## config.mk

```make
export PLATFORM = sky130hd
export DESIGN_NAME = tccw_fifo
export DESIGN_NICKNAME = d
export VERILOG_FILES = /design/src/rtl/tccw_fifo.sv
export SDC_FILE = /design/constraint.sdc
export NUM_CORES = 1
export LEC_CHECK = 0
export BUFFER_PORTS_ARGS = -buffer_cell sky130_fd_sc_hd__buf_2
export CORE_MARGIN = 5
export CORE_UTILIZATION = 48
export CTS_CLUSTER_DIAMETER = 60
export DETAILED_ROUTE_END_ITERATION = 10
export GPL_TIMING_DRIVEN = 1
export PLACE_DENSITY = 0.74
export REMOVE_ABC_BUFFERS = 1
export SYNTH_ARGS = -nofsm -noshare
export SYNTH_HDL_FRONTEND = slang
export SYNTH_SLANG_ARGS = --single-unit
```

## constraint.sdc

```tcl
create_clock -name clk_i -period 2 [get_ports clk_i]
set_clock_uncertainty 0.1 [all_clocks]
set_input_delay 0.5 -clock clk_i [delete_from_list [all_inputs] [get_ports clk_i]]
set_output_delay 0.5 -clock clk_i [all_outputs]
set_load 0.1 [all_outputs]
```

## src/rtl/tccw_fifo.sv

```systemverilog
`timescale 1ns / 1ps
// Short queue of classified operations between front and back.
// No dependencies.
module tccw_fifo #(
  parameter int Width = 8,
  parameter int Depth = 2,
  localparam int PtrW = $clog2(Depth),
  localparam int CntW = $clog2(Depth + 1)
) (
  input  logic             clk_i,
  input  logic             rst_ni,
  input  logic             push_i,
  input  logic [Width-1:0] data_i,
  output logic             full_o,
  input  logic             pop_i,
  output logic             valid_o,
  output logic [Width-1:0] data_o
);

  logic [Width-1:0] slot_q [Depth];
  logic [PtrW-1:0]  wr_ptr_q, wr_ptr_d;
  logic [PtrW-1:0]  rd_ptr_q, rd_ptr_d;
  logic [CntW-1:0]  count_q, count_d;
  logic             do_push, do_pop;

  assign full_o  = (count_q == CntW'(Depth));
  assign valid_o = (count_q != '0);
  assign data_o  = slot_q[rd_ptr_q];
  assign do_push = push_i && !full_o;
  assign do_pop  = pop_i && valid_o;

  always_comb begin
    wr_ptr_d = wr_ptr_q;
    rd_ptr_d = rd_ptr_q;
    count_d  = count_q;
    if (do_push) begin
      wr_ptr_d = (wr_ptr_q == PtrW'(Depth - 1)) ? '0 : PtrW'(wr_ptr_q + 1'b1);
    end
    if (do_pop) begin
      rd_ptr_d = (rd_ptr_q == PtrW'(Depth - 1)) ? '0 : PtrW'(rd_ptr_q + 1'b1);
    end
    if (do_push && !do_pop) begin
      count_d = CntW'(count_q + 1'b1);
    end else if (do_pop && !do_push) begin
      count_d = CntW'(count_q - 1'b1);
    end
  end

  always_ff @(posedge clk_i or negedge rst_ni) begin
    if (!rst_ni) begin
      wr_ptr_q <= '0;
      rd_ptr_q <= '0;
      count_q  <= '0;
    end else begin
      wr_ptr_q <= wr_ptr_d;
      rd_ptr_q <= rd_ptr_d;
      count_q  <= count_d;
    end
  end

  always_ff @(posedge clk_i) begin
    if (do_push) begin
      slot_q[wr_ptr_q] <= data_i;
    end
  end

endmodule

```

# == After elaboration in Yosys (flattened, before gate mapping) ==
# Memories as Yosys holds them, arrays and structs flattened.
# Index checks and enable logic that the tools add are counted.
# totals
ff_bits,4
ram_bits,16
inputBits,12
output_inout_bits,10
wordCells,24
memories,1
# memory_table
memory,words,word_bits,read_ports,rd_ports_with_merged_regs,write_ports,line,source
slot_q,2,8,1,0,1,20,logic [Width-1:0] slot_q [Depth];
# classes
add_sub_neg,4
eq_ne,1
mux,6
n_reduce_logical,9
# op_table
op,count
$logic_and 1x1->1,4
$mux 1,4
$mux 2,2
$reduce_bool 2->1,2
$logic_not 1->1,3
$add 1x1->1 const B,2
$add 2x1->2 const B,1
$eq 2x2->1 const B,1
$sub 2x1->2 const B,1

# == Longest topological paths before layout ==
# Gate-level depths: netlist of the first run.
# logic_depth
depth_word,7
mapped_depth,7
ltp_nobuf,7

# == Worst setup path before layout of the first run ==
# Ideal clock, no wire load.
# synth_timing
path_kind,reg-to-output
start,reg rd_ptr_q
end,out data_o[0]
arrival_time_ns,1.292
required_time_ns,1.400
slack_ns,0.108
path_stages_with_launch,3
n_path_buf,1
cell_sequence,dfrtp_1 buf_2 mux2_1
# synth_via
elab_chain_len,1
# synth_rtl
element,line,source
from (decl),22,"logic [PtrW-1:0] rd_ptr_q, rd_ptr_d;"
from (signal assigned),56,rd_ptr_q <= rd_ptr_d;
$mem_v2 2x8,n/a,
to (decl),17,output logic [Width-1:0] data_o
# No other way between the ends.

# == Worst setup path after layout of the first run ==
# layout_timing
start,reg rd_ptr_q
end,out data_o[5]
# The elaborated chain is that of the path after synthesis.

==> impl_metrics.env, run 1 <==
export IMPL_outcome="finished clean"
export IMPL_cts_buffer_depth=2
export IMPL_avgRoutedWirePerCell_um=14.8
export IMPL_hold_violations=0
export IMPL_r2r_end="slot_q[0][2]$_DFFE_PP_"
export IMPL_holdWs_ns=0.277
export IMPL_fin_ws_ns=0.0163
export IMPL_worstSetupStartpointType="register"
export IMPL_die_height_um=50.5
export IMPL_ys_types=14
export IMPL_yosys_top_cells_count="edfxtp_1 (16), mux2_1 (8), dfrtp_1 (4)"
export IMPL_busiest_layer="met2"
export IMPL_io_buffers=21
export IMPL_syn_to_final_growth_pct=42.4
export IMPL_layout_drive_gt1_share_pct=55.4
export IMPL_slowest_stage="dfrtp_2"
export IMPL_firstDrtPassIters=2
export IMPL_grt_use_met1_pct=12.3
export IMPL_grt_start_max_net_pins=13
export IMPL_synth_area_leaders="edfxtp_1 (61%), dfrtp_1 (13%), mux2_1 (11%), xnor2_1 (3.3%), xor2_1 (2.2%)"
export IMPL_path_max_fanout=3
export IMPL_worstMarginPinSlew_ns=0.484
export IMPL_finalSetupViolCount=0
export IMPL_root_buffer="clkbuf_4"
export IMPL_path_cells="buf_4 -> mux2_1 -> buf_6"
export IMPL_avgViaCountPerCell=4.93
export IMPL_initial_core_util_pct=51.6
export IMPL_ioPinCount=22
export IMPL_cts_buffers_inserted=3
export IMPL_ys_warn_count=0
export IMPL_drt_iter0_drc=8
export IMPL_critPathRequiredTime_ns=1.40
export IMPL_drv_slew=0
export IMPL_place_ws_ns=0.177
export IMPL_synth_most_common_cell="edfxtp_1"
export IMPL_gp_congestion=0.670
export IMPL_nets=88
export IMPL_routed_via_count=444
export IMPL_rsz0062_at_grt="true"
export IMPL_coreArea_um2=1520
export IMPL_synth_top_cell_area_share_pct=61.1
export IMPL_post_route_util_pct=73.4
export IMPL_slew_headroom_pct=68.0
export IMPL_end_kind="primary output"
export IMPL_max_freq_ghz=0.504
export IMPL_async_flop_share_pct=20.0
export IMPL_path_clk_slew_ns=0.12
export IMPL_grt_pass1_wl_mm=2.08
export IMPL_synth_edf_count=16
export IMPL_cpPeakStageDelay_ns=0.43
export IMPL_n_antenna_cell=0
export IMPL_r2r_start="count_q[0]$_DFFE_PN0P_"
export IMPL_clkSinkCount=20
export IMPL_ant_nets=0
export IMPL_hp_class="in2reg"
export IMPL_synthFlopType="edfxtp_1"
export IMPL_avgSynthCellArea_um2=17.9
export IMPL_ys_seq_area_share_pct=73.9
export IMPL_num_rows=14
export IMPL_netlist_instances=44
export IMPL_use_met3_pct=2.96
export IMPL_setup_tns_ns=0
export IMPL_min_from="data_i[5]"
export IMPL_die_width_um=50.5
export IMPL_crit_arrival_ns=1.38
export IMPL_drv_cap=0
export IMPL_synth_top_cell_by_area="edfxtp_1"
export IMPL_worst_r2r_path_depth=4
export IMPL_drc_errors=0
export IMPL_tritoncts="done"
export IMPL_ys_ff_latch=20
export IMPL_grt_usage_pct=11.2
export IMPL_wirelength_mm=1.33
export IMPL_antenna_found_initial=0
export IMPL_grt_util_met2_pct=18.6
export IMPL_htreeDepth=1
export IMPL_clk_latency_ns=0.30
export IMPL_min_to="slot_q[1][5]$_DFFE_PP_"
export IMPL_die_area_um2=2550
export IMPL_syn_area_um2=786
export IMPL_post_route_period_util_pct=99.2
export IMPL_crit_type="reg2out"
export IMPL_holdPathStages=1
export IMPL_post_route_min_period_ns=1.98
export IMPL_r2r_slack_ns=0.45
export IMPL_overflow=0
export IMPL_grt_pass1_vias=465
[through the flow]
stage               instance area (µm²)  cells
finish                             1120     90
global route                       1120     90
CTS                                1010     87
detailed placement                  913     81
global placement                    913     81
floorplan                           781     43
[flip-flops by register name (all words and copies together) (netlist names)]
| name | cells |
|---|---|
| count_q | 2 |
| wr_ptr_q | 1 |
| slot_q | 16 |
| rd_ptr_q | 1 |
[final cells by class]
class / count / area, µm²
Timing Repair Buffer: 27 / 264
Inverter: 2 / 7.51
Clock inverter: 1 / 30.0
Sequential cell: 20 / 582
Tap cell: 16 / 20.0
Multi-Input combinational cell: 21 / 193
Clock buffer: 3 / 22.5
Fill cell: 104 / 405
[worst max-delay path, delay by kind of cell (launching register included)]
kind / cells / cell delay, ns
buf+inv: 2 / 0.33
flops: 1 / 0.43
mux: 1 / 0.32
[per-layer routing]
metal / wire length, µm / vias to the layer above
met5: 0 / -
met3: 72 / 2
met2: 750 / 12
met1: 495 / 215
li1: - / 215
met4: 10 / 0
[repair_timing]
action,4_1_cts,5_1_grt
gates resized for setup,12,28
setup endpoints to repair,9,8
hold buffers,1,0
endpoints found under the hold margin,4,0
cloned,0,0
setup buffers,1,3
[kinds of logic after synthesis]
kind of cell / count (synthesis) / share of synthesized area, %
xor gates and xnor gates: 5 / 5.57
and+or+nand+nor: 7 / 5.89
adders and majority gates: 1 / 1.59
buffers and inverters: 3 / 1.59
DFF: 20 / 73.9
muxes: 8 / 11.5
[placed cells by master (no fill, tap or decap)]
cell	netlist	final
clkbuf_4	0	3
dfrtp_2	0	1
nand2_2	1	1
or2_4	1	1
dlygate4sd3_1	0	1
ha_1	1	1
buf_6	0	1
nand2b_1	1	1
and3_1	1	1
buf_4	0	5
mux2_2	0	7
inv_1	2	2
xor2_1	2	2
bufinv_16	0	1
edfxtp_1	16	16
xnor2_1	3	3
mux2_1	8	1
buf_12	0	7
buf_2	1	13
nand2_4	1	1
nor2_1	2	2
dfrtp_1	4	3
[how the worst max path moves through the flow]
stage	from	cells past startpoint	endpoint	slack [ns]
3_3_place_gp	rd_ptr_q$_DFFE_PN0P_	2	data_o[0]	0.19
4_1_cts	rd_ptr_q$_DFFE_PN0P_	2	data_o[2]	0.006
5_1_grt	rd_ptr_q$_DFFE_PN0P_	3	data_o[5]	-0.06
3_5_place_dp	rd_ptr_q$_DFFE_PN0P_	2	data_o[0]	0.18
6_report	rd_ptr_q$_DFFE_PN0P_	3	data_o[5]	0.02
2_1_floorplan	rd_ptr_q$_DFFE_PN0P_	1	data_o[0]	0.11
Power of run 1 is not shown: default switching activity piles up to over one toggle a cycle in this logic, so the estimate is an artifact.
==> inputs of run 2 (changes only) <==
--- a/config.mk
+++ b/config.mk
@@ -12,7 +12,6 @@
 export DETAILED_ROUTE_END_ITERATION = 10
 export GPL_TIMING_DRIVEN = 1
 export PLACE_DENSITY = 0.74
-export REMOVE_ABC_BUFFERS = 1
 export SYNTH_ARGS = -nofsm -noshare
 export SYNTH_HDL_FRONTEND = slang
 export SYNTH_SLANG_ARGS = --single-unit
==> impl_metrics.env, run 2 (synthesized netlist as in run 1, its figures left out) <==
export IMPL_top_regs="slot_q x16, count_q x2"
export IMPL_routed_via_count=429
export IMPL_overflow=0
export IMPL_cts_buffer_depth=2
export IMPL_setup_tns_ns=0
export IMPL_firstDrtPassIters=2
export IMPL_avgViaCountPerCell=4.93
export IMPL_nets=85
export IMPL_hold_violations=0
export IMPL_die_height_um=50.5
export IMPL_largest_reg_flops=16
export IMPL_antenna_found_initial=0
export IMPL_hp_class="in2reg"
export IMPL_synth_fp_nets=57
export IMPL_place_inst=81
export IMPL_place_ws_ns=0.171
export IMPL_path_clk_slew_ns=0.11
export IMPL_crit_arrival_ns=1.32
export IMPL_layout_commonest_cell="edfxtp_1"
export IMPL_root_buffer="clkbuf_4"
export IMPL_syn_to_final_growth_pct=30.3
export IMPL_crit_type="reg2out"
export IMPL_drt_iter0_drc=2
export IMPL_layout_drive_gt1_share_pct=43.7
export IMPL_dpl_cell_area_um2=928
export IMPL_coreArea_um2=1520
export IMPL_io_buffers=21
export IMPL_grt_pass1_vias=467
export IMPL_grt_pass1_wl_mm=2.01
export IMPL_cts_buffers_inserted=3
export IMPL_end_kind="primary output"
export IMPL_critPathRequiredTime_ns=1.40
export IMPL_worstMarginPinSlew_ns=0.486
export IMPL_clkSinkCount=20
export IMPL_final_cell_mix="edfxtp_1 (16), buf_2 (12), buf_6 (8)"
export IMPL_ff_latch_area_um2=582
export IMPL_finalSetupViolCount=0
export IMPL_tritoncts="done"
export IMPL_fin_ws_ns=0.0788
export IMPL_gp_congestion=0.635
export IMPL_path_max_fanout=9
export IMPL_die_width_um=50.5
export IMPL_stdcell_count=87
export IMPL_regMostFlops="slot_q"
export IMPL_max_freq_ghz=0.520
export IMPL_grt_start_max_net_pins=12
export IMPL_n_antenna_cell=0
export IMPL_grt_usage_pct=10.3
export IMPL_htreeDepth=1
export IMPL_outcome="finished clean"
export IMPL_num_fill_cells=117
export IMPL_worstSetupStartpointType="register"
export IMPL_post_route_period_util_pct=96.1
export IMPL_multi_input_area_um2=193
export IMPL_drv_slew=0
export IMPL_initial_core_util_pct=51.6
export IMPL_ioPinCount=22
export IMPL_post_route_min_period_ns=1.92
export IMPL_wirelength_mm=1.17
export IMPL_drc_errors=0
export IMPL_drv_cap=0
export IMPL_dpl_hpwl_um=884
export IMPL_slew_headroom_pct=67.8
export IMPL_avgRoutedWirePerCell_um=13.5
export IMPL_rsz0062_at_grt="true"
export IMPL_fin_area_um2=1020
export IMPL_num_rows=14
export IMPL_ant_nets=0
export IMPL_die_area_um2=2550
export IMPL_clk_latency_ns=0.29
[run 2: area by class of cell]
type                       instances  share of cell area, %
tap                               16                   1.96
clock buffer                       4                   2.57
inverter                           2                  0.733
multi-input combinational         21                   18.8
timing repair buffer              24                   19.1
sequential                        20                   56.8
[run 2: worst max-delay path: stages, from the launching register on]
cell and delay (ns):
dfrtp_2 0.49, mux2_1 0.36, buf_6 0.19
[run 2: path summary, 6_finish.rpt]
kind	start	endpoint	slack, ns	depth (start not counted)
min in group asynchronous	rst_ni	count_q[0]$_DFFE_PN0P_	0.43	2
setup / recovery	rd_ptr_q$_DFFE_PN0P_	data_o[1]	0.08	2
setup reg to reg	count_q[0]$_DFFE_PN0P_	count_q[1]$_DFFE_PN0P_	0.42	7
hold reg to reg	count_q[1]$_DFFE_PN0P_	count_q[1]$_DFFE_PN0P_	0.41	1
max in group asynchronous	rst_ni	rd_ptr_q$_DFFE_PN0P_	1.22	2
hold / removal	data_i[2]	slot_q[0][2]$_DFFE_PP_	0.29	1
[run 2: metal layers]
layer | GRT usage (%) | vias to the layer above | routed length (µm) | part of all wire [%]
li1 | - | 211 | - | -
met1 | 11.4 | 208 | 481 | 41
met2 | 18.4 | 10 | 628 | 54
met3 | 2.96 | 0 | 62 | 5.3
met4 | 3.83 | 0 | 0 | 0
met5 | 0 | - | 0 | 0
[run 2: through the flow]
step	util, %	hold slack [ns]
floorplan	-	0.104
global placement	60.9	0.213
detailed placement	60.9	0.214
CTS	64.7	0.288
global route	67.2	0.267
finish	67.2	0.290
[run 2: repair_timing]
action	CTS	global route
setup buffers	0	1
endpoints found under the setup margin	8	8
hold endpoints to repair	4	0
resized for setup	9	9
hold buffers	1	0
Power of run 2 is left out for the same reason.
==> inputs of run 3 (changes only) <==
--- a/config.mk
+++ b/config.mk
@@ -5,13 +5,14 @@
 export SDC_FILE = /design/constraint.sdc
 export NUM_CORES = 1
 export LEC_CHECK = 0
+export ABC_AREA = 1
 export BUFFER_PORTS_ARGS = -buffer_cell sky130_fd_sc_hd__buf_2
 export CORE_MARGIN = 5
-export CORE_UTILIZATION = 48
+export CORE_UTILIZATION = 35
 export CTS_CLUSTER_DIAMETER = 60
 export DETAILED_ROUTE_END_ITERATION = 10
 export GPL_TIMING_DRIVEN = 1
-export PLACE_DENSITY = 0.74
+export PLACE_DENSITY = 0.57
 export SYNTH_ARGS = -nofsm -noshare
 export SYNTH_HDL_FRONTEND = slang
 export SYNTH_SLANG_ARGS = --single-unit
==> impl_metrics.env, run 3 <==
export IMPL_path_clk_slew_ns=0.11
export IMPL_synth_top_cell_area_share_pct=57.7
export IMPL_synth_top_cell_by_area="edfxtp_1"
export IMPL_drc_errors=0
export IMPL_post_route_min_period_ns=1.89
export IMPL_regMostFlops="slot_q"
export IMPL_syn_to_final_growth_pct=35.7
export IMPL_synth_area_leaders="edfxtp_1 (58%), nand2_1 (14%), dfrtp_1 (12%), inv_1 (2.7%), buf_12 (2.4%)"
export IMPL_netlist_instances=73
export IMPL_avgRoutedWirePerCell_um=11.0
export IMPL_layout_drive_gt1_share_pct=33.3
export IMPL_ys_ff_latch=20
export IMPL_final_cell_mix="nand2_1 (32), edfxtp_1 (16), buf_2 (11)"
export IMPL_ant_nets=0
export IMPL_clk_latency_ns=0.29
export IMPL_die_height_um=58.8
export IMPL_synth_top_family_by_area="simple AND/OR/NAND/NOR gates"
export IMPL_ys_seq_area_share_pct=69.7
export IMPL_hold_violations=0
export IMPL_crit_type="reg2out"
export IMPL_grt_pass1_wl_mm=2.33
export IMPL_syn_area_um2=833
export IMPL_coreArea_um2=2230
export IMPL_r2r_end="slot_q[0][4]$_DFFE_PP_"
export IMPL_top_regs="slot_q x16, count_q x2"
export IMPL_cts_buffers_inserted=3
export IMPL_synthFlopType="edfxtp_1"
export IMPL_synth_xor_area_share_pct=1.05
export IMPL_dpl_hpwl_mm=1.04
export IMPL_ys_warn_count=0
export IMPL_r2r_slack_ns=0.55
export IMPL_avgSynthCellArea_um2=11.4
export IMPL_cts_buffer_depth=2
export IMPL_end_kind="primary output"
export IMPL_crit_arrival_ns=1.29
export IMPL_initial_core_util_pct=37.3
export IMPL_worstSetupStartpointType="register"
export IMPL_overflow=0
export IMPL_yosys_area_share_simple_pct=21.2
export IMPL_grt_pass1_vias=561
export IMPL_root_buffer="clkbuf_4"
export IMPL_n_antenna_cell=0
export IMPL_drv_slew=0
export IMPL_max_freq_ghz=0.528
export IMPL_layout_commonest_cell="nand2_1"
export IMPL_grt_start_max_net_pins=12
export IMPL_nets=113
export IMPL_tritoncts="done"
export IMPL_slew_headroom_pct=77.9
export IMPL_avgViaCountPerCell=4.35
export IMPL_drt_iter0_drc=13
export IMPL_hp_class="in2reg"
export IMPL_gp_congestion=0.716
export IMPL_holdPathStages=1
export IMPL_path_max_fanout=10
export IMPL_ys_types=15
export IMPL_finalSetupViolCount=0
export IMPL_synth_compound_area_share_pct=0.601
export IMPL_yosys_top_cells_count="nand2_1 (32), edfxtp_1 (16), inv_1 (6)"
export IMPL_largest_reg_flops=16
export IMPL_die_area_um2=3460
export IMPL_firstDrtPassIters=4
export IMPL_htreeDepth=1
export IMPL_clkSinkCount=20
export IMPL_io_buffers=21
export IMPL_ioPinCount=22
export IMPL_worst_r2r_path_depth=5
export IMPL_drv_cap=0
export IMPL_synth_fp_nets=86
export IMPL_num_rows=17
export IMPL_synth_edf_count=16
export IMPL_async_flop_share_pct=20.0
export IMPL_antenna_found_initial=0
export IMPL_routed_via_count=553
export IMPL_synthAdderAreaFrac_pct=1.50
export IMPL_synthMuxAreaShare_pct=0
export IMPL_critPathRequiredTime_ns=1.40
export IMPL_min_from="data_i[1]"
export IMPL_wirelength_mm=1.39
export IMPL_die_width_um=58.8
export IMPL_rsz0062_at_grt="true"
export IMPL_post_route_period_util_pct=94.6
export IMPL_grt_usage_pct=9.41
export IMPL_min_to="slot_q[0][1]$_DFFE_PP_"
export IMPL_setup_tns_ns=0
export IMPL_worstMarginPinSlew_ns=0.331
export IMPL_r2r_start="count_q[1]$_DFFE_PN0P_"
export IMPL_synth_most_common_cell="nand2_1"
export IMPL_outcome="finished clean"
## run 3: cell count changes after synthesis, sizes merged, moves of 2 or more
cell	change
inv	+6
mux2	-8
nand2	+33
nand3	+2
xnor2	-2
xor2	-2
## run 3: cells by family (layout without fill, tap and decap cells)
logic type                 after synthesis  in the layout
and+or+nand+nor                         41             41
DFF                                     20             20
buffers and inverters                    9             35
adders and majority gates                1              1
AOI/OAI and AO/OA                        1              1
xor gates and xnor gates                 1              1
## run 3: per-stage QoR
| stage | hold slack (ns) | cell area, µm² | cells | setup WS (ns) | util [%] |
|---|---|---|---|---|---|
| 6_report | 0.284 | 1130 | 127 | 0.107 | 50.6 |
| 4_1_cts | 0.278 | 1120 | 127 | 0.0189 | 50.3 |
| 3_5_place_dp | 0.215 | 1090 | 122 | 0.309 | 48.6 |
| 3_3_place_gp | 0.216 | 1090 | 122 | 0.309 | 48.6 |
| 5_1_grt | 0.254 | 1130 | 127 | 0.000413 | 50.6 |
| 2_1_floorplan | 0.104 | 838 | 73 | 0.0896 | - |
## run 3: final cells by class
| class | count | area [µm²] |
|---|---|---|
| fill | 209 | 1100 |
| sequential | 20 | 582 |
| timing repair buffer | 23 | 248 |
| multi-input combinational | 44 | 208 |
| tap | 28 | 35.0 |
| inverter | 8 | 32.5 |
| clock buffer | 3 | 22.5 |
| clock inverter | 1 | 3.75 |
## run 3: worst max path at each step
stage                                       from        end  slack (ns)
after floorplan             rd_ptr_q$_DFFE_PN0P_  data_o[0]        0.09
after global placement      rd_ptr_q$_DFFE_PN0P_  data_o[2]        0.31
after detailed placement    rd_ptr_q$_DFFE_PN0P_  data_o[1]        0.31
after CTS                 count_q[0]$_DFFE_PN0P_     full_o        0.02
after global routing        rd_ptr_q$_DFFE_PN0P_  data_o[6]      0.0004
final                       rd_ptr_q$_DFFE_PN0P_  data_o[1]        0.11
## run 3: what timing repair did
item	CTS	global route
gates cloned	0	0
endpoints found under the setup margin	8	10
gates resized for setup	1	3
hold endpoints to repair	4	0
hold buffers	1	0
setup buffers	0	0
## run 3: layer usage
| layer | GRT usage [%] | part of all wire [%] | wire length [µm] |
|---|---|---|---|
| met5 | 0 | 0 | 0 |
| met4 | 5.83 | 1.0 | 14 |
| met3 | 2.63 | 4.3 | 60 |
| met2 | 17.4 | 56 | 786 |
| met1 | 9.09 | 38 | 532 |
## run 3: critical path: stages, from the launching register on
cell	delay [ns]
dfrtp_2	0.51
inv_4	0.14
nand2_1	0.06
nand2_1	0.11
buf_12	0.18
Power of run 3 is left out for the same reason.
