===== config.mk =====
export PLATFORM = sky130hd
export DESIGN_NAME = tccw_front
export DESIGN_NICKNAME = d
export VERILOG_FILES = /design/src/rtl/tccw_pkg.sv /design/src/rtl/tccw_front.sv
export SDC_FILE = /design/constraint.sdc
export NUM_CORES = 1
export LEC_CHECK = 0
export BUFFER_PORTS_ARGS = -buffer_cell sky130_fd_sc_hd__buf_2
export CAP_MARGIN = 20
export CORE_MARGIN = 2
export CORE_UTILIZATION = 37
export DETAILED_ROUTE_END_ITERATION = 8
export GPL_ROUTABILITY_DRIVEN = 0
export PLACE_DENSITY = 0.95
export SYNTH_ARGS = -nofsm -noshare
export SYNTH_HDL_FRONTEND = slang
export SYNTH_SLANG_ARGS = --single-unit

===== constraint.sdc =====
create_clock -name vclk -period 3.4
set_input_delay 0.17 -clock vclk [all_inputs]
set_output_delay 0.17 -clock vclk [all_outputs]
set_load 0.02 [all_outputs]

===== src/rtl/tccw_pkg.sv =====
`timescale 1ns / 1ps
// Shared types and constants for the text console cell writer.
// No dependencies; the front end, back end and core refer to this package by scoped names.
package tccw_pkg;

  parameter int ColumnsDef = 80;
  parameter int RowsDef    = 25;

  localparam logic [7:0] BlankChar       = 8'h20;
  localparam logic [7:0] TextAttrReset   = 8'h07;
  localparam logic [7:0] CursorAttrReset = 8'h70;
  localparam logic [7:0] CharBackspace   = 8'd8;
  localparam logic [7:0] CharLineFeed    = 8'd10;
  localparam logic [7:0] CharReturn      = 8'd13;

  // Command codes on the input port.
  typedef enum logic [2:0] {
    KIND_PUT_CHAR   = 3'd0,
    KIND_SET_CURSOR = 3'd1,
    KIND_FOREGROUND = 3'd2,
    KIND_BACKGROUND = 3'd3,
    KIND_CLEAR      = 3'd4,
    KIND_CURSOR_ON  = 3'd5,
    KIND_CURSOR_OFF = 3'd6,
    KIND_READ_CELL  = 3'd7
  } kind_e;

  // Classified operations passed from the front to the back.
  localparam int OpKindW = 4;
  typedef enum logic [OpKindW-1:0] {
    OP_PRINT   = 4'd0,
    OP_BS      = 4'd1,
    OP_CR      = 4'd2,
    OP_LF      = 4'd3,
    OP_SETCUR  = 4'd4,
    OP_FG      = 4'd5,
    OP_BG      = 4'd6,
    OP_CLEAR   = 4'd7,
    OP_CURON   = 4'd8,
    OP_CUROFF  = 4'd9,
    OP_READ    = 4'd10
  } op_e;

  // ANSI colour index to VGA colour nibble.
  function automatic logic [3:0] vga_of_ansi(input logic [2:0] idx);
    logic [3:0] res;
    unique case (idx)
      3'd0:    res = 4'h0;
      3'd1:    res = 4'h4;
      3'd2:    res = 4'h2;
      3'd3:    res = 4'he;
      3'd4:    res = 4'h1;
      3'd5:    res = 4'h5;
      3'd6:    res = 4'h3;
      3'd7:    res = 4'h7;
      default: res = 4'h0;
    endcase
    return res;
  endfunction

endpackage


===== src/rtl/tccw_front.sv =====
`timescale 1ns / 1ps
// Front end: takes input commands, saturates coordinates, classifies them.
// Depends on tccw_pkg; feeds tccw_fifo.
module tccw_front #(
  parameter int COLUMNS = tccw_pkg::ColumnsDef,
  parameter int ROWS    = tccw_pkg::RowsDef,
  localparam int ColW  = $clog2(COLUMNS),
  localparam int RowW  = $clog2(ROWS),
  localparam int CellW = $clog2(COLUMNS * ROWS),
  localparam int OpW   = tccw_pkg::OpKindW + 8 + ColW + RowW + CellW + 4 + 1
) (
  input  logic            in_valid_i,
  output logic            in_stall_o,
  input  logic [2:0]      kind_i,
  input  logic [7:0]      char_code_i,
  input  logic [ColW-1:0] column_i,
  input  logic [RowW-1:0] row_i,
  input  logic [2:0]      colour_i,
  input  logic            home_cursor_i,
  input  logic            full_i,
  input  logic            busy_i,
  output logic            push_o,
  output logic [OpW-1:0]  op_o
);

  typedef struct packed {
    tccw_pkg::op_e   kind;
    logic [7:0]      ch;
    logic [ColW-1:0] col;
    logic [RowW-1:0] row;
    logic [CellW-1:0] cell_idx;
    logic [3:0]      nib;
    logic            home;
  } op_t;

  op_t             op;
  logic [ColW-1:0] col_c;
  logic [RowW-1:0] row_c;

  assign in_stall_o = full_i || busy_i;
  assign push_o     = in_valid_i && !in_stall_o;

  // Saturate coordinates to the last column and row.
  assign col_c = (column_i > ColW'(COLUMNS - 1)) ? ColW'(COLUMNS - 1) : column_i;
  assign row_c = (row_i > RowW'(ROWS - 1)) ? RowW'(ROWS - 1) : row_i;

  always_comb begin
    op.ch       = char_code_i;
    op.col      = col_c;
    op.row      = row_c;
    op.cell_idx = CellW'(CellW'(row_c) * CellW'(COLUMNS) + CellW'(col_c));
    op.nib      = tccw_pkg::vga_of_ansi(colour_i);
    op.home     = home_cursor_i;
    unique case (tccw_pkg::kind_e'(kind_i))
      tccw_pkg::KIND_PUT_CHAR: begin
        priority if (char_code_i == tccw_pkg::CharBackspace) begin
          op.kind = tccw_pkg::OP_BS;
        end else if (char_code_i == tccw_pkg::CharReturn) begin
          op.kind = tccw_pkg::OP_CR;
        end else if (char_code_i == tccw_pkg::CharLineFeed) begin
          op.kind = tccw_pkg::OP_LF;
        end else begin
          op.kind = tccw_pkg::OP_PRINT;
        end
      end
      tccw_pkg::KIND_SET_CURSOR: op.kind = tccw_pkg::OP_SETCUR;
      tccw_pkg::KIND_FOREGROUND: op.kind = tccw_pkg::OP_FG;
      tccw_pkg::KIND_BACKGROUND: op.kind = tccw_pkg::OP_BG;
      tccw_pkg::KIND_CLEAR:      op.kind = tccw_pkg::OP_CLEAR;
      tccw_pkg::KIND_CURSOR_ON:  op.kind = tccw_pkg::OP_CURON;
      tccw_pkg::KIND_CURSOR_OFF: op.kind = tccw_pkg::OP_CUROFF;
      tccw_pkg::KIND_READ_CELL:  op.kind = tccw_pkg::OP_READ;
      default:                   op.kind = tccw_pkg::OP_READ;
    endcase
  end

  assign op_o = op;

endmodule


Yosys cells after proc, flatten, opt, wreduce, memory -nomap -nowiden
Memory sizes are Yosys's and may differ from the RTL's.
Cells that the tools add are included.
- $add $sub $neg: 1
- multipliers: 1
- div/mod/pow operators: 0
- order comparisons: 2
- equal/unequal tests: 10
- shift operators: 0
- multiplexer cells: 6
- bitwise operators: 0
- reduce and logical (&&, ||, !) cells: 4
- operator list (cell ; count):
    4-bit case mux with 8 select lines ; 1
    8-bit by 4-bit equality test with 1-bit output (second input constant) ; 3
    3-bit equality test (second input constant) ; 4
    11-bit by 7-bit adder with 11-bit output ; 1
    7-bit greater-than comparator (second input constant) ; 1
    5-bit by 3-bit multiplier with 7-bit output (second input constant) ; 1
    7-bit 2-to-1 mux ; 1
    3-bit by 2-bit equality test with 1-bit output (second input constant) ; 2
    2-bit 2-to-1 mux ; 3
    5-bit greater-than comparator (second input constant) ; 1
    5-bit 2-to-1 mux ; 1
    3-bit by 1-bit equality test with 1-bit output (second input constant) ; 1
    3-bit logical NOT ; 1
    1-bit logical AND ; 1
    1-bit logical NOT ; 1
    1-bit logical OR ; 1
- register bits after elaboration: 0
- bits in latches: 0
- memory bits (writable): 0
- memory bits (read-only): 32
- output and inout port bits: 42
- logic and storage cells: 25
- memories kept: 1
- memories (name ; depth ; bits a word ; read ports ; clocked after Yosys merged registers in ; wr ports ; RTL line ; RTL):
    (no name shown) ; 8 ; 4 ; 1 ; 0 ; 0 ; tccw_pkg.sv:47 ; unique case (idx)

Logic depth before layout (Yosys ltp)
Gate-level depths: netlist of run 1.
- depth after elaboration: 5
- mapped depth: 10
- gate-level depth less buffers: 10

Worst setup path before layout of run 1
OpenSTA, ideal clock, no wires.
- kind: input to output
- start point: input row_i[3]
- end point: output op_o[15]
- arrival: 2.362 ns
- data required time: 3.230 ns
- path slack: 0.868 ns
- cell stages on the path: 9
- path buffers: 0
- cell sequence: nand2_1 -> and2_1 -> ha_1 -> ha_1 -> inv_1 -> fa_1 -> nor4b_2 -> xor2_1 -> xnor2_1
- longest elaborated chain between the ends: 4
- ends and longest elaborated chain (what ; RTL line ; RTL):
    start: declaration ; tccw_front.sv:17 ; input logic [RowW-1:0] row_i,
    5-bit greater-than comparator ; tccw_front.sv:45 ; assign row_c = (row_i > RowW'(ROWS - 1)) ? RowW'(ROWS - 1) : row_i;
    5-bit 2-to-1 mux ; tccw_front.sv:45 ;
    net op_o[17] ; tccw_front.sv:23 ; output logic [OpW-1:0] op_o
    5-bit by 3-bit multiplier with 7-bit output ; tccw_front.sv:51 ; op.cell_idx = CellW'(CellW'(row_c) * CellW'(COLUMNS) + CellW'(col_c));
    11-bit by 7-bit adder with 11-bit output ; tccw_front.sv:51 ;
    end: declaration ; tccw_front.sv:23 ;
The timed path passes the listed nets, and every way through them passes these cells.

Final worst setup path of run 1
- start point: input row_i[4]
- end point: output op_o[15]
- longest elaborated chain between the ends: 4
- ends and longest elaborated chain (what ; RTL line):
    5-bit greater-than comparator ; tccw_front.sv:45
    5-bit 2-to-1 mux * ; tccw_front.sv:45
    5-bit by 3-bit multiplier with 7-bit output * ; tccw_front.sv:51
    11-bit by 7-bit adder with 11-bit output * ; tccw_front.sv:51
Mark *: on every way between the ends. The rest lies on a longest branch, timed or not.

==> metrics.cfg, run 1 <==
[die]
die_w_um=43.7
start_util_pct=39.2
rows=14
die_h_um=43.7
die_area_mm2=0.00191
ioPinCount=72
core_area_mm2=0.00149

[worst_setup_path]
cpMaxStageDelayCell=fa_1
crit_type=in -> out
crit_chain=buf_2 > nand2_1 > and2_1 > ha_1 > ha_1 > inv_1 > fa_1 > nor4b_2 > xor2_1 > xnor2_1 > buf_2
cp.arrival_ps=2550
endpoint=op_o[15]
start_kind=input port
cpPeakStageDelay_ps=480
worstPathMaxFanout=4
startpoint=row_i[4]
endpoint_kind=output pin
critPathRequiredTime_ps=3230

[power]
p_leak_nw=0.496
total_power_uw=187
ir_worst_vdd_v=0.000122
p_per_area_mw_per_mm2=227

[cells_and_area]
final_cell_mix=70 x buf_2, 9 x ha_1, 6 x nor2_1, 5 x and2_1
nClkBuffers=0
seq_cell_count=0
final_area_um2=823
nets=172
area_growth_pct=40.9
area.sequential_um2=0
postLayoutCoreUtil_pct=55.3
drive_gt1_share_pct=58.1
fillCellCount=152
final_common_cell=buf_2
layout.cells.non_filler=145
antenna-diode-count=0

[routing]
drt_iter0_drc=4
via_per_inst=4.63
wire_per_inst_um=10.7
wirelength_mm=1.55
via_count=672
first_pass_iters=2
ant_nets=0
drc_errors=0

[grt]
grt_use_total_pct=15.6
first_global_vias=636
grt_first_pass_wirelength_mm=2.41
grt_max_degree=6
grt_overflow=0
antenna_found_initial=0

[yosys]
syn_nets=119
synth_top_area_share_pct=20.6
seq_area_frac_synth_pct=0
synth_cells=78
ys_warn_count=0
syn_area_um2=584
yosysTopAreaCell=buf_4
yosys-top-cells-area=buf_4 21%, ha_1 19%, fa_1 6.9%, xnor2_1 6.0%, and2_1 5.4%
yosysUniqueCellTypes=23
avgSynthCellArea_um2=7.49

[timing]
worst_slew_pin_slew_ps=409
drv_slew=0
hold_viol=0
fin_hold_ws_ps=340
worst_slack_ps=676
finalSetupViolCount=0
post-route-period-util_pct=80.1
rsz0062_at_grt=no
relSlewSlack_pct=72.4
fmax_mhz=367
fin_tns_setup_ps=0
period_needed_ps=2720

[placement]
dp_slack_ps=660
io_buffers=70
post_dp_cell_area_um2=823
place_inst=145
hpwlAfterDp_mm=1.46

[clocking]
ctsHoldBuffers=0
cts-resized-gates=0
cts_setup_buffers=0

[worst_hold_path]
min-delay-path-class=in -> out

[outcome]
status=complete, no violations

[job]
drv_cap=0

-- how the worst min path moves through the flow --
stage | start | endpoint | slack, ps | cells past startpoint
floorplan | kind_i[0] | op_o[36] | 420 | 1
global placement | home_cursor_i | op_o[0] | 340 | 0
detailed placement | home_cursor_i | op_o[0] | 340 | 0
CTS | home_cursor_i | op_o[0] | 340 | 0
global route | home_cursor_i | op_o[0] | 340 | 0
finish | home_cursor_i | op_o[0] | 340 | 0
-- kinds of logic after synthesis --
family          after synthesis  share of synthesized area (%)
fa+ha+maj                    11                           26.1
buf+inv                      23                           25.1
simple gates                 27                           27.2
compound gates               10                           11.1
xor+xnor                      7                           10.5
-- area by class of cell --
class / count / area, um2 / area share (%)
multi-input cells: 55 / 438 / 53.2
inverters: 4 / 15.0 / 1.82
well taps: 16 / 20.0 / 2.43
repair buffers: 70 / 350 / 42.6
-- critical path, delay by kind of cell --
| kind | cells | cell delay (ps) |
|---|---|---|
| XOR/XNOR | 2 | 350 |
| adder cells (fa/ha/maj) | 3 | 1000 |
| buffers and inverters | 3 | 380 |
| AND/OR/NAND/NOR | 3 | 660 |
-- power breakdown --
group	leakage (nW)	total, mW	switching, mW	internal, mW
clock network	0	0	0	0
registers	0	0	0	0
logic	0.496	0.187	0.113	0.0736
-- synth_stat cells, drive strengths merged, types with 2 or more instances --
master / n
buf: 16
ha: 9
nor2: 6
and2: 5
a21oi: 4
inv: 4
nand2b: 4
xnor2: 4
clkbuf: 3
nand2: 3
nor2b: 3
xor2: 3
a21o: 2
fa: 2
o21ai: 2
or2: 2
-- metal layers --
metal,up-vias,share of wire (%),track usage (%)
li1,346,-,-
met1,294,35,17.3
met2,32,58,32.9
met3,0,7.7,1.25
met4,0,0,0
met5,-,0,0
No activity file was read; power rests on OpenSTA's default activity.
==> run 2: changes to the inputs <==
- CORE_UTILIZATION: 37 -> 31
- PLACE_DENSITY: 0.95 -> 0.89
- clock period: 3.4 -> 2.5 ns (I/O delays scaled with it)
==> metrics.cfg, run 2 (same netlist as run 1, synthesis figures left out) <==
[cells_and_area]
layout.cells.non_filler=158  ; was 145
nClkBuffers=0  ; unchanged
final_common_cell=buf_2  ; unchanged
postLayoutCoreUtil_pct=50.5  ; was 55.3%
fillCellCount=170  ; was 152
drive_gt1_share_pct=60.9  ; was 58.1%
nets=176  ; was 172
area.sequential_um2=0  ; unchanged
seq_cell_count=0  ; unchanged
antenna-diode-count=0  ; unchanged
final_cell_mix=69 x buf_2, 8 x ha_1, 6 x nor2_1, 5 x and2_1, 5 x buf_4  ; was 70 x buf_2, 9 x ha_1, 6 x nor2_1, 5 x and2_1
area_growth_pct=50.7  ; was 40.9%
multi_input_area_um2=452  ; was 438 um2
final_area_um2=881  ; was 823 um2

[grt]
grt_use_total_pct=13.1  ; was 15.6%
antenna_found_initial=0  ; unchanged
grt_max_degree=6  ; unchanged
grt_first_pass_wirelength_mm=2.22  ; was 2.41 mm
grt_overflow=0  ; unchanged
first_global_vias=587  ; was 636

[clocking]
ctsHoldBuffers=0  ; unchanged

[worst_setup_path]
endpoint_kind=output pin  ; unchanged
cp.arrival_ps=2300  ; was 2550 ps
worstPathMaxFanout=3  ; was 4
start_kind=input port  ; unchanged
critPathRequiredTime_ps=2380  ; was 3230 ps
crit_type=in -> out  ; unchanged

[power]
ir_worst_vdd_v=0.000119  ; was 0.000122 V
p_per_area_mw_per_mm2=308  ; was 227 mW/mm2
p_leak_nw=0.519  ; was 0.496 nW

[die]
core_area_mm2=0.00175  ; was 0.00149 mm2
die_h_um=47.4  ; was 43.7 um
start_util_pct=33.5  ; was 39.2%
rows=15  ; was 14
die_area_mm2=0.00225  ; was 0.00191 mm2
ioPinCount=72  ; unchanged
die_w_um=47.4  ; was 43.7 um

[timing]
drv_slew=0  ; unchanged
fmax_mhz=412
period_needed_ps=2430
worst_slew_pin_slew_ps=443  ; was 409 ps
finalSetupViolCount=0  ; unchanged
fin_tns_setup_ps=0  ; unchanged
post-route-period-util_pct=97.0
hold_viol=0  ; unchanged
relSlewSlack_pct=70.2  ; was 72.4%

[routing]
via_per_inst=4.37  ; was 4.63
drt_iter0_drc=5  ; was 4
wirelength_mm=1.63  ; was 1.55 mm
via_count=690  ; was 672
first_pass_iters=4  ; was 2
wire_per_inst_um=10.3  ; was 10.7 um
drc_errors=0  ; unchanged
ant_nets=0  ; unchanged

[job]
drv_cap=0  ; unchanged

[placement]
io_buffers=70  ; unchanged
post_dp_cell_area_um2=857  ; was 823 um2
place_inst=157  ; was 145
hpwlAfterDp_mm=1.51  ; was 1.46 mm

[worst_hold_path]
min-delay-path-class=in -> out  ; unchanged

[outcome]
status=complete, no violations  ; unchanged

[run 2: cell count changes in the layout (fill, tap and decap cells not counted), sizes merged]
cell / previous run / this run
buf: 70 / 74
[run 2: metrics by stage]
stage	hold WS [ps]	setup WS, ps	power, mW
global placement	250	81.9	0.255
CTS	250	18.4	0.261
global route	250	-26.0	0.296
floorplan	330	57.6	0.187
detailed placement	250	-4.53	0.260
finish	250	74.4	0.272
[run 2: path summary, 6_finish.rpt]
path | from | endpoint | slack [ps] | cells after the start
setup / recovery | row_i[4] | op_o[15] | 70 | 11
hold / removal | home_cursor_i | op_o[0] | 250 | 0
[run 2: where the power goes]
part           total, mW  switching [mW]  leakage [nW]  internal (mW)
logic              0.272           0.159         0.519          0.112
registers              0               0             0              0
clock network          0               0             0              0
[run 2: final cells by class]
cell class,count,area share (%)
well taps,25,3.55
repair buffers,74,43.5
multi-input cells,55,51.3
inverters,4,1.70
[run 2: routing by layer]
metal / vias up / GRT usage (%) / routed length [um]
met5: - / 0 / 0
met4: 0 / 1.11 / 0
met3: 0 / 0 / 101
met2: 24 / 29.2 / 953
met1: 314 / 13.6 / 579
li1: 352 / - / -
[run 2: repair_timing]
item | CTS | global route
buffers inserted | 0 | 1
endpoints found under the setup margin | 1 | 1
resized for setup | 0 | 4
pin swaps | 1 | 3
[run 2: critical path, cell delays in order]
cell,delay (ps)
buf_2,90
nand2_1,70
and2_1,170
ha_1,300
ha_2,200
inv_1,80
fa_2,480
nor4b_4,300
xor2_1,200
xnor2_1,130
buf_4,160
==> run 3: changes to the inputs <==
- MAX_ROUTING_LAYER: unset -> met4
- PLACE_DENSITY: 0.89 -> 0.83
==> metrics.cfg, run 3 (same netlist as run 1, synthesis figures left out) <==
[cells_and_area]
area_growth_pct=52.9  ; was 50.7%
antenna-diode-count=0  ; unchanged
nClkBuffers=0  ; unchanged
seq_cell_count=0  ; unchanged
fillCellCount=179  ; was 170
area.sequential_um2=0  ; unchanged
final_common_cell=buf_2  ; unchanged
layout.cells.non_filler=159  ; was 158
final_cell_mix=69 x buf_2, 8 x ha_1, 6 x nor2_1, 6 x buf_4  ; was 69 x buf_2, 8 x ha_1, 6 x nor2_1, 5 x and2_1, 5 x buf_4
postLayoutCoreUtil_pct=51.2  ; was 50.5%
final_area_um2=893  ; was 881 um2
multi_input_area_um2=457  ; was 452 um2
drive_gt1_share_pct=63.4  ; was 60.9%
nets=177  ; was 176

[die]
start_util_pct=33.5  ; unchanged
die_w_um=47.4  ; unchanged
core_area_mm2=0.00175  ; unchanged
rows=15  ; unchanged
ioPinCount=72  ; unchanged
die_area_mm2=0.00225  ; unchanged
die_h_um=47.4  ; unchanged

[worst_setup_path]
crit_chain=buf_2 > nand2_2 > and2_4 > ha_1 > ha_2 > inv_2 > fa_2 > nor4b_4 > xor2_1 > xnor2_1 > buf_4  ; was buf_2 > nand2_1 > and2_1 > ha_1 > ha_2 > inv_1 > fa_2 > nor4b_4 > xor2_1 > xnor2_1 > buf_4
crit_buf_inv=3  ; unchanged
critPathRequiredTime_ps=2380  ; about the same
cpPeakStageDelay_ps=470  ; was 480 ps
cpMaxStageDelayCell=fa_2  ; unchanged
cp.arrival_ps=2310  ; was 2300 ps
start_kind=input port  ; unchanged
worstPathMaxFanout=3  ; unchanged
crit_family=adder cells  ; unchanged
crit_type=in -> out  ; unchanged
endpoint_kind=output pin  ; unchanged

[timing]
drv_slew=0  ; unchanged
finalSetupViolCount=0  ; unchanged
post-route-period-util_pct=97.2  ; was 97.0%
relSlewSlack_pct=74.3  ; was 70.2%
fmax_mhz=411  ; was 412 MHz
worst_slew_pin_slew_ps=381  ; was 443 ps
period_needed_ps=2430  ; about the same
hold_viol=0  ; unchanged

[placement]
post_dp_cell_area_um2=865  ; was 857 um2
io_buffers=70  ; unchanged
hpwlAfterDp_mm=1.55  ; was 1.51 mm
place_inst=158  ; was 157

[power]
internal_power_uw=117  ; was 112 uW
power.share.clock_pct=0  ; about the same
total_power_uw=281  ; was 272 uW
p_seq_share_pct=0  ; about the same
switching_power_uw=164  ; was 159 uW
pwr-share-comb_pct=100.0  ; about the same
p_leak_nw=0.527  ; was 0.519 nW
sw_frac_of_total_pct=58.3  ; was 58.6%
p_per_area_mw_per_mm2=315  ; was 308 mW/mm2
ir_worst_vdd_v=0.000122  ; was 0.000119 V

[routing]
via_count=714  ; was 690
drc_errors=0  ; unchanged
wirelength_mm=1.70  ; was 1.63 mm
via_per_inst=4.49  ; was 4.37
drt_iter0_drc=2  ; was 5
wire_per_inst_um=10.7  ; was 10.3 um
ant_nets=0  ; unchanged
first_pass_iters=2  ; was 4

[job]
drv_cap=0  ; unchanged

[grt]
grt_max_degree=6  ; unchanged
antenna_found_initial=0  ; unchanged
grt_overflow=0  ; unchanged
grt_first_pass_wirelength_mm=2.39  ; was 2.22 mm
grt_use_total_pct=14.9  ; was 13.1%
first_global_vias=621  ; was 587

[outcome]
status=complete, no violations  ; unchanged

[clocking]
ctsHoldBuffers=0  ; unchanged

[worst_hold_path]
min-delay-path-class=in -> out  ; unchanged

[run 3: cell count changes in the layout (fill, tap and decap cells not counted), sizes merged]
cell / change
buf: +1
[run 3: path summary, 6_finish.rpt]
| kind | cells past startpoint | end | from |
|---|---|---|---|
| setup / recovery | 11 | op_o[15] | row_i[3] |
| hold / removal | 0 | op_o[0] | home_cursor_i |
[run 3: cell type report]
cell class | count | share of cell area (%)
multi-input cells | 55 | 51.1
repair buffers | 75 | 43.7
well taps | 25 | 3.50
inverters | 4 | 1.68
[run 3: what timing repair did]
item | in CTS | in global routing
resized for setup | 4 | 3
pin swaps | 3 | 5
endpoints found under the setup margin | 1 | 1
setup buffers | 0 | 1
[run 3: power by group through the flow]
stage               clock network, mW  logic [mW]  registers (mW)
floorplan                           0       0.187               0
global placement                    0       0.259               0
detailed placement                  0       0.267               0
CTS                                 0       0.278               0
global route                        0       0.307               0
finish                              0       0.281               0
[run 3: metal layers]
metal  part of all wire (%)  global-route usage, %
met5                      0                      -
met4                   0.71                   1.67
met3                    8.0                  0.755
met2                     59                   33.0
met1                     32                   13.5
[run 3: through the flow]
step / setup slack, ps / hold slack, ps / TNS, ps
global route: -5.31 / 250 / -5.31
detailed placement: -90.3 / 250 / -90.3
finish: 69.7 / 250 / 0
global placement: 83.6 / 250 / 0
floorplan: 57.6 / 330 / 0
CTS: 2.93 / 250 / 0
